<file path="src/rtl/dqo_pkg.sv">
// ---------------------------------------------------------------------------
// dqo_pkg
// Shared types and constants for the decaying quadrature oscillator.
// ---------------------------------------------------------------------------
package dqo_pkg;

  localparam int TIME_W  = 25;
  localparam int PHASE_W = 24;
  localparam int AMP_W   = 16;
  localparam int RATE_W  = 16;
  localparam int LEN_W   = 24;
  localparam int DT_W    = 16;
  localparam int OFS_W   = 17;
  localparam int SIN_W   = 16;
  localparam int AS_W    = AMP_W + SIN_W;     // amplitude * sine
  localparam int PROD_W  = AS_W + TIME_W;     // times remaining time
  localparam int CNT_W   = 5;                 // 32 quotient bits
  localparam logic [RATE_W-1:0] RATE_RESET = 16'd3840;

  localparam logic [1:0] REQ_TICK  = 2'd0;
  localparam logic [1:0] REQ_START = 2'd1;
  localparam logic [1:0] REQ_STOP  = 2'd2;
  localparam logic [1:0] REQ_RSVD  = 2'd3;    // unused kind, ignored

  localparam logic [1:0] REG_LENGTH = 2'd0;
  localparam logic [1:0] REG_DELAY  = 2'd1;
  localparam logic [1:0] REG_AMP    = 2'd2;
  localparam logic [1:0] REG_RATE   = 2'd3;

  typedef enum logic [5:0] {
    S_IDLE = 6'b000001,
    S_MUL  = 6'b000010,
    S_PROD = 6'b000100,
    S_DIV  = 6'b001000,
    S_FIN  = 6'b010000,
    S_OUT  = 6'b100000
  } state_t;

  typedef struct packed {
    logic accept;
    logic load_mul;
    logic load_prod;
    logic div_step;
    logic load_out;
  } cmd_t;

  typedef struct packed {
    logic need_calc;
  } sts_t;

endpackage

</file>
<file path="src/rtl/dqo_ctrl.sv">
// ---------------------------------------------------------------------------
// dqo_ctrl
// Sequencer: accept, multiply stages, 32-step divide, result hold.
// ---------------------------------------------------------------------------
module dqo_ctrl (
  input  logic           clk,
  input  logic           rst_n,
  input  logic           in_valid,
  output logic           in_ready,
  output logic           out_valid,
  input  logic           out_ready,
  input  dqo_pkg::sts_t  sts,
  output dqo_pkg::cmd_t  cmd
);
  import dqo_pkg::*;

  state_t             state_r, state_nxt;
  logic [CNT_W-1:0]   cnt_r, cnt_nxt;

  assign in_ready  = (state_r == S_IDLE);
  assign out_valid = (state_r == S_OUT);

  always_comb begin
    state_nxt     = state_r;
    cnt_nxt       = cnt_r;
    cmd           = '0;
    case (state_r)
      S_IDLE: begin
        if (in_valid) begin
          cmd.accept = 1'b1;
          state_nxt  = sts.need_calc ? S_MUL : S_OUT;
        end
      end
      S_MUL: begin
        cmd.load_mul = 1'b1;
        state_nxt    = S_PROD;
      end
      S_PROD: begin
        cmd.load_prod = 1'b1;
        cnt_nxt       = '0;
        state_nxt     = S_DIV;
      end
      S_DIV: begin
        cmd.div_step = 1'b1;
        cnt_nxt      = cnt_r + 1'b1;
        if (cnt_r == '1) state_nxt = S_FIN;
      end
      S_FIN: begin
        cmd.load_out = 1'b1;
        state_nxt    = S_OUT;
      end
      S_OUT: begin
        if (out_ready) state_nxt = S_IDLE;
      end
      default: state_nxt = S_IDLE;
    endcase
  end

  always_ff @(posedge clk) begin
    if (!rst_n) begin
      state_r <= S_IDLE;
      cnt_r   <= '0;
    end else begin
      state_r <= state_nxt;
      cnt_r   <= cnt_nxt;
    end
  end

  a_div_end: assert property (@(posedge clk) disable iff (!rst_n)
    (state_r == S_DIV && cnt_r == '1) |=> (state_r == S_FIN))
    else $error("divide did not finish after 32 steps");

  a_no_calc: assert property (@(posedge clk) disable iff (!rst_n)
    (cmd.accept && !sts.need_calc) |=> out_valid)
    else $error("plain transaction did not go straight to output");

  a_excl: assert property (@(posedge clk) disable iff (!rst_n)
    !(in_ready && out_valid))
    else $error("input and output open together");

endmodule

</file>
<file path="config.mk">
export PLATFORM = sky130hd
export DESIGN_NAME = dqo_ctrl
export DESIGN_NICKNAME = d
export VERILOG_FILES = /design/src/rtl/dqo_pkg.sv /design/src/rtl/dqo_ctrl.sv
export SDC_FILE = /design/constraint.sdc
export NUM_CORES = 1
export LEC_CHECK = 0
export BUFFER_PORTS_ARGS = -buffer_cell sky130_fd_sc_hd__buf_2
export CORE_MARGIN = 2
export CORE_UTILIZATION = 45
export CTS_BUF_LIST = sky130_fd_sc_hd__clkbuf_8
export DETAILED_ROUTE_END_ITERATION = 10
export GPL_TIMING_DRIVEN = 1
export PLACE_DENSITY_LB_ADDON = 0.12
export REMOVE_ABC_BUFFERS = 1
export SLEW_MARGIN = 20
export SYNTH_ARGS = -nofsm -noshare
export SYNTH_HDL_FRONTEND = slang
export SYNTH_SLANG_ARGS = --single-unit
</file>
<file path="constraint.sdc">
create_clock -name clk -period 3.8 [get_ports clk]
set_input_delay 0.38 -clock clk [delete_from_list [all_inputs] [get_ports clk]]
set_output_delay 0.38 -clock clk [all_outputs]
set_load 0.03 [all_outputs]
</file>
-- Yosys cells after proc, flatten, opt, wreduce, memory -nomap -nowiden
Cells that the tools add are included.
- register bits after elaboration: 11
- output and inout bits: 7
- word-level logic and storage cells: 27
- add/sub/neg operators: 1
- eq/ne operators: 10
- muxes and demuxes: 12
- reductions and logical operators: 2
- operators with widths (kind ; count):
    $pmux W6 S6 ; 1
    $mux W6 ; 4
    $pmux W5 S2 ; 1
    $eq A6 B1 Y1 const B ; 1
    $eq A6 B2 Y1 const B ; 1
    $eq A6 B3 Y1 const B ; 1
    $eq A6 B4 Y1 const B ; 1
    $eq A6 B5 Y1 const B ; 1
    $eq A6 B6 Y1 const B ; 1
    $mux W1 ; 6
    $add A5 B1 Y5 const B ; 1
    $eq A5 B5 Y1 const B ; 1
    $ne A2 B2 Y1 const B ; 2
    $reduce_and A3 Y1 ; 1
    $ne A2 B1 Y1 const B ; 1
    $reduce_bool A2 Y1 ; 1

-- Logic depth before layout (Yosys ltp)
Gate-level depths: netlist of run 1.
- word-level depth: 3
- depth in mapped cells: 6
- depth with buffers taken out: 5

-- Worst setup path before layout of run 1
Ideal clock, no wire load.
- path kind: register -> output
- start point: register state_r[2]
- end point: output port out_valid
- arrival time: 1.679 ns
- slack: 1.741 ns
- cell stages (with the launch flop): 4
- buffers on the path: 1
- path through: dfxtp_1 buf_6 or4_4 nor3b_1
- cells in the longest elaborated chain, start to end: 1
- RTL lines (what ; RTL line ; text):
    start: declaration ; dqo_ctrl.sv:17 ; state_t state_r, state_nxt;
    start signal: assignment ; dqo_ctrl.sv:64 ; state_r <= state_nxt;
    $eq A6 B6 Y1 ; dqo_ctrl.sv:21 ; assign out_valid = (state_r == S_OUT);
    end: declaration ; dqo_ctrl.sv:10 ; output logic out_valid,
Every way passes these cells.

==> results_dict.tcl, run 1 <==
set metrics [dict create \
    status "complete, no violations" \
    critPathKind "reg -> out" \
    synth.largest_area_cell "dfxtp_1" \
    arrival_ns 1.66 \
    fillCellCount 122 \
    ioPinCount 12 \
    die_w_um 40.84 \
    path_cells "nor3_1 -> nand3_1 -> clkinv_1 -> buf_2" \
    post_drt_via_cell_ratio 5.571 \
    synth_cells 69 \
    synth.area.mux_share_pct 1.639 \
    vias 546 \
    final_layout_size_suffix_gt1_share_pct 24.10 \
    finClkSkew_ns 0.001430 \
    postCtsSetupBuffers 0 \
    fin_nets 91 \
    clk_latency_ns 0.23 \
    critPathLaunchType "flip-flop" \
    critPathTopFamily "simple AND/OR/NAND/NOR gates" \
    tns_ns 0 \
    whs_endpoint "state_r[1]" \
    ys_ff_latch 11 \
    path_buf_inv 2 \
    ctsLongestPathBuffers 2 \
    tritoncts "done" \
    cts_resized 0 \
    grt_max_degree 10 \
    power.total_uw 470.9 \
    yosysSeqAreaShare_pct 36.07 \
    worst-endpoint-required_ns 3.42 \
    slowest_stage "nor3_1" \
    cts-buffers-inserted 3 \
    vdd_drop_max_mv 0.3155 \
    final_util_pct 55.89 \
    max-cap-violations 0 \
    synth_compound_area_share_pct 20.70 \
    r2r_end "state_r[1]" \
    slew_viol_final 0 \
    totalWireLength_um 1301 \
    p_per_area_nw_per_um2 655.6 \
    hold_start "sts" \
    endpoint_kind "primary output" \
    drtIter0Drc 7 \
    synth.area.top_cells "dfxtp_1, nor2_1, ha_1" \
    n_antenna_cell 0 \
    synth-edff-count 0 \
    syn_area_per_cell_um2 8.849 \
    min_period_over_period_pct 53.68 \
    grt_overflow 0 \
    wl_per_cell_um 13.28 \
    synth_xor_area_share_pct 2.869 \
    r2r_setup_slack_ns 1.92 \
    grt_use_met2_pct 30.47 \
    rsz0062_at_grt "no" \
    setup_viol 0 \
    max_freq_mhz 490.3 \
    core_um2 1285 \
    cts.sinks 11 \
    fin_ws_ns 1.760 \
    met3_usage_pct 3.261 \
    synth_top_family_by_area "simple AND/OR/NAND/NOR gates" \
    worst-path-max-fanout 9 \
    ff2ff_path_depth 4 \
    clkTransAtPathRegs_ns 0.05 \
    yosys_most_used_dff "dfxtp_1" \
    post-place-ws_ns 1.937 \
    use_met1_pct 18.27 \
    htreeDepth 1 \
    cpPeakStageDelay_ns 0.37 \
    slew_headroom_pct 74.34 \
    yosysWarnings 0 \
    hold_ws_ns 0.4241 \
    final_hold_viol_count 0 \
    cts_hold_buffers 0 \
    grt_busiest_layer "met2" \
    worst-slew-pin-transition_ns 0.3820 \
    io_buffers 11 \
    die_h_um 40.84 \
    final_antenna_net_count 0 \
    grt_pass1_wl_um 1787 \
    p_leak_nw 0.3322 \
    gp_congestion 0.6855 \
    start_util_pct 47.52 \
    cts_root_buf "clkbuf_8" \
    synthAdderAreaFrac_pct 4.098 \
    netlist_area_um2 610.6 \
    syn_to_final_growth_pct 17.62 \
    drc 0 \
    hp-class "in -> reg" \
    yosys.cell_types.count 32 \
    hold_path_depth 2 \
    synth_top_area_share_pct 36.07 \
    dp_hpwl_um 1008 \
    yosys.area_share.simple_pct 29.71 \
    antenna_found_initial 0 \
    grt_pass1_vias 445 \
    reg2reg_from "state_r[1]" \
    grt_use_total_pct 17.06 \
    placementRows 13 \
    firstDrtPassIters 3 \
    async_flop_share_pct 0 \
    dieArea_um2 1668 \
    min_period_ns 2.040 \
]
==> cells in the mapped netlist, types with 2 or more instances <==
cell / instances
and3_1: 3
and4b_2: 2
nor2_1: 10
dfxtp_1: 11
nor3_1: 2
a21oi_1: 3
xor2_1: 2
nand3_1: 4
a22oi_1: 2
o211ai_1: 2
nand2_1: 3
ha_1: 2
inv_1: 4
==> cells by family after synthesis <==
family / after synthesis
AOI/OAI and AO/OA: 16
xor gates and xnor gates: 2
adders and majority gates: 2
buffers and inverters: 6
DFF: 11
muxes: 1
and+or+nand+nor: 31
==> metal layers <==
metal	up-vias	wire length, um	part of all wire (%)
met4	0	6	0.46
met3	2	28	2.2
met1	250	603	46
met5	-	0	0
li1	287	-	-
met2	7	662	51
==> how the worst max path moves through the flow <==
stage | startpoint | end | slack [ns] | cells after the start
floorplan | state_r[1] | out_valid | 1.78 | 2
global route | state_r[0] | cmd[1] | 1.62 | 4
detailed placement | state_r[1] | state_r[1] | 1.94 | 4
global placement | state_r[1] | state_r[1] | 1.96 | 4
finish | state_r[0] | cmd[1] | 1.76 | 4
CTS | state_r[0] | cmd[1] | 1.74 | 4
==> sequential cells by signal (all words and copies together), names as in the netlist <==
register and cells:
cnt_r 5, state_r 6
==> placed cells by master (no fill, tap or decap), drive strengths merged <==
master,synthesis,final
a211oi,1,1
a21oi,3,3
a22oi,2,2
a31oi,1,1
and3,3,3
and4,1,1
and4b,2,2
buf,1,11
clkbuf,0,3
clkinv,1,1
dfxtp,11,11
ha,2,2
inv,4,5
mux2i,1,1
nand2,3,3
nand2b,1,1
nand3,4,4
nand3b,1,1
nor2,10,10
nor3,2,2
nor3b,1,1
o211ai,2,2
o21ai,1,1
o21ba,1,1
o221a,1,1
o221ai,1,1
o22ai,1,1
o311a,1,1
o31ai,1,1
or3,1,1
or4,1,1
or4b,1,1
xor2,2,2
==> where the power goes <==
part	total (mW)	internal, mW	leakage, nW	switching (mW)
logic	0.201	0.0776	0.216	0.123
clock network	0.112	0.0707	0.0269	0.0411
registers	0.158	0.133	0.0894	0.0253
==> per-stage QoR <==
| stage | cells | instance area (um2) |
|---|---|---|
| after floorplan | 68 | 599.3 |
| after global placement | 94 | 673.1 |
| after detailed placement | 94 | 673.1 |
| after CTS | 98 | 718.2 |
| after global routing | 98 | 718.2 |
| final | 98 | 718.2 |
==> layout make-up <==
class	instances	area [um2]	share of cell area, %
multi-input combinational	52	360.3	50.17
sequential	11	220.2	30.66
timing repair buffer	11	55.05	7.666
clock buffer	3	41.29	5.749
inverter	5	18.77	2.613
tap	15	18.77	2.613
clock inverter	1	3.754	0.5226
==> worst reg2reg max path, cell delays in order, from the launching register on <==
cell and delay (ns):
dfxtp_1 0.37, or4_4 0.56, or4b_4 0.52, o221a_4 0.14, and4_1 0.19
Note: power is estimated with default switching activity, not from simulation.
==> run 2, diff against run 1 <==
--- a/config.mk
+++ b/config.mk
@@ -5,6 +5,7 @@
 export SDC_FILE = /design/constraint.sdc
 export NUM_CORES = 1
 export LEC_CHECK = 0
+export ABC_AREA = 1
 export BUFFER_PORTS_ARGS = -buffer_cell sky130_fd_sc_hd__buf_2
 export CORE_MARGIN = 2
 export CORE_UTILIZATION = 45
==> constraint.sdc (replaced) <==
create_clock -name clk -period 2.1 [get_ports clk]
set_input_delay 0.21 -clock clk [delete_from_list [all_inputs] [get_ports clk]]
set_output_delay 0.21 -clock clk [all_outputs]
set_load 0.03 [all_outputs]
==> run 2 against run 1 <==
  * Flip-flop and latch count unchanged
  * Worst hold slack worse by 0.19 ns
  * First-iteration DRC count up 130%
  * Sequential share of layout area down 2.0 points
  * Largest cell class unchanged
  * Core utilization up 1.8 points
  * Final cell count up 18%
==> results_dict.tcl, run 2 <==
set metrics [dict create \
    yosys.cell_types.count 22 \
    start_util_pct 48.78 \
    largestRegisters "state_r: 6 flops, cnt_r: 5 flops" \
    tritoncts "done" \
    placementRows 13 \
    vias 593 \
    worst-endpoint-required_ns 1.89 \
    firstDrtPassIters 4 \
    status "complete, no violations" \
    cts_root_buf "clkbuf_8" \
    synth_most_common_cell "inv_1" \
    endpoint_kind "primary output" \
    clk_latency_ns 0.23 \
    htreeDepth 1 \
    final_cell_mix "inv_1, dfxtp_1, buf_2, nand3_1, nor2_1" \
    min_period_ns 1.636 \
    drc 0 \
    min_period_over_period_pct 77.91 \
    place_area_um2 724.4 \
    io_buffers 11 \
    critPathKind "reg -> out" \
    slew_viol_final 0 \
    synth_cells 86 \
    synth-edff-count 0 \
    yosysSeqAreaShare_pct 33.85 \
    fin_area_um2 769.5 \
    final_layout_size_suffix_gt1_share_pct 27.72 \
    max-cap-violations 0 \
    antenna_found_initial 0 \
    yosys_most_used_dff "dfxtp_1" \
    p_per_area_nw_per_um2 819.4 \
    grt_pass1_vias 563 \
    p_leak_nw 0.3707 \
    ctsLongestPathBuffers 2 \
    async_flop_share_pct 0 \
    tns_ns 0 \
    instances_no_fill 116 \
    grt_overflow 0 \
    worst-slew-pin-transition_ns 0.3555 \
    clkTransAtPathRegs_ns 0.05 \
    final_hold_viol_count 0 \
    core_um2 1334 \
    die_h_um 42.03 \
    grt_pass1_wl_um 2208 \
    ioPinCount 12 \
    worst-path-max-fanout 6 \
    dieArea_um2 1766 \
    final_antenna_net_count 0 \
    gp_congestion 0.8079 \
    arrival_ns 1.43 \
    rsz0062_at_grt "no" \
    hp-class "in -> reg" \
    grt_use_total_pct 15.79 \
    synth_commonest_cells "inv_1, dfxtp_1, nand3_1" \
    top_register "state_r" \
    vdd_drop_max_mv 0.6618 \
    cts.sinks 11 \
    final_common_cell "inv_1" \
    syn_to_final_growth_pct 18.27 \
    netlist_area_um2 650.6 \
    drtIter0Drc 16 \
    yosysWarnings 0 \
    ys_ff_latch 11 \
    synth_top_area_share_pct 33.85 \
    place_inst 112 \
    critPathLaunchType "flip-flop" \
    largest_register_ffs 6 \
    n_antenna_cell 0 \
    dp_hpwl_um 1003 \
    grt_max_degree 9 \
    post_drt_via_cell_ratio 5.112 \
    setup_viol 0 \
    wl_per_cell_um 10.92 \
    synth.area.top_cells "dfxtp_1, inv_1, nand3_1" \
    fin_nets 109 \
    slew_headroom_pct 76.05 \
    totalWireLength_um 1267 \
    finClkSkew_ns 0.001697 \
    power.total_uw 630.5 \
    die_w_um 42.03 \
    cts-buffers-inserted 3 \
    syn_area_per_cell_um2 7.565 \
    synth.largest_area_cell "dfxtp_1" \
    cts_resized 0 \
    max_freq_mhz 611.2 \
    postCtsSetupBuffers 0 \
    cts_hold_buffers 0 \
]
run 2: changes by cell type after synthesis, sizes merged, moves of 3 or more:
| cell | before | now |
|---|---|---|
| nand3 | 4 | 13 |
| nand2 | 3 | 9 |
| a21oi | 3 | 7 |
| o21ai | 1 | 4 |
| nand4 | 0 | 3 |
| inv | 4 | 16 |
| nor2 | 10 | 14 |
run 2: critical path, stage by stage, from the launching register on:
cell     delay, ns
dfxtp_1       0.33
nor2_2        0.26
nand4_1       0.30
inv_1         0.11
buf_2         0.20
run 2: cell type report:
cell class              count  area (um2)
clock buffers               3       41.29
clock inverters             1       3.754
fillers                   120       564.3
inverters                  17       68.82
multi-input cells          58       361.6
flip-flops and latches     11       220.2
well taps                  15       18.77
repair buffers             11       55.05
run 2: cells by family after synthesis:
group | after synthesis | share of synthesized area, %
AND/OR/NAND/NOR | 44 | 41.35
buffers and inverters | 17 | 10.58
AO/OA/AOI/OAI | 11 | 9.037
flip-flops | 11 | 33.85
adder cells (fa/ha/maj) | 2 | 3.846
XOR/XNOR | 1 | 1.346
run 2: power by group:
part           total, mW  internal [mW]  leakage, nW  switching, mW
sequential         0.238          0.223       0.0892         0.0153
combinational      0.193         0.0607        0.255          0.132
clock              0.199          0.128       0.0269         0.0717
run 2: through the flow:
stage | utilization, % | hold slack (ns) | setup WS (ns)
floorplan | - | 0.2941 | 0.8023
global placement | 54.32 | 0.4614 | 0.6830
detailed placement | 54.32 | 0.4625 | 0.6774
CTS | 57.69 | 0.2208 | 0.4301
global route | 57.69 | 0.2280 | 0.3335
finish | 57.69 | 0.2349 | 0.4639
run 2: worst paths after layout:
| kind | start | end | slack, ns | cells after the start |
|---|---|---|---|---|
| worst min register to register | cnt_r[3] | cnt_r[3] | 0.48 | 2 |
| worst min-delay path | rst_n | state_r[0] | 0.23 | 2 |
| worst max register to register | cnt_r[0] | state_r[2] | 0.66 | 8 |
| worst max-delay path | state_r[0] | cmd[2] | 0.46 | 4 |
run 2: layer usage:
metal	GRT usage, %	wire length [um]	vias up
met4	10.00	34	0
met3	2.155	48	7
li1	-	-	311
met2	23.75	532	15
met1	21.11	651	260
met5	0	0	-
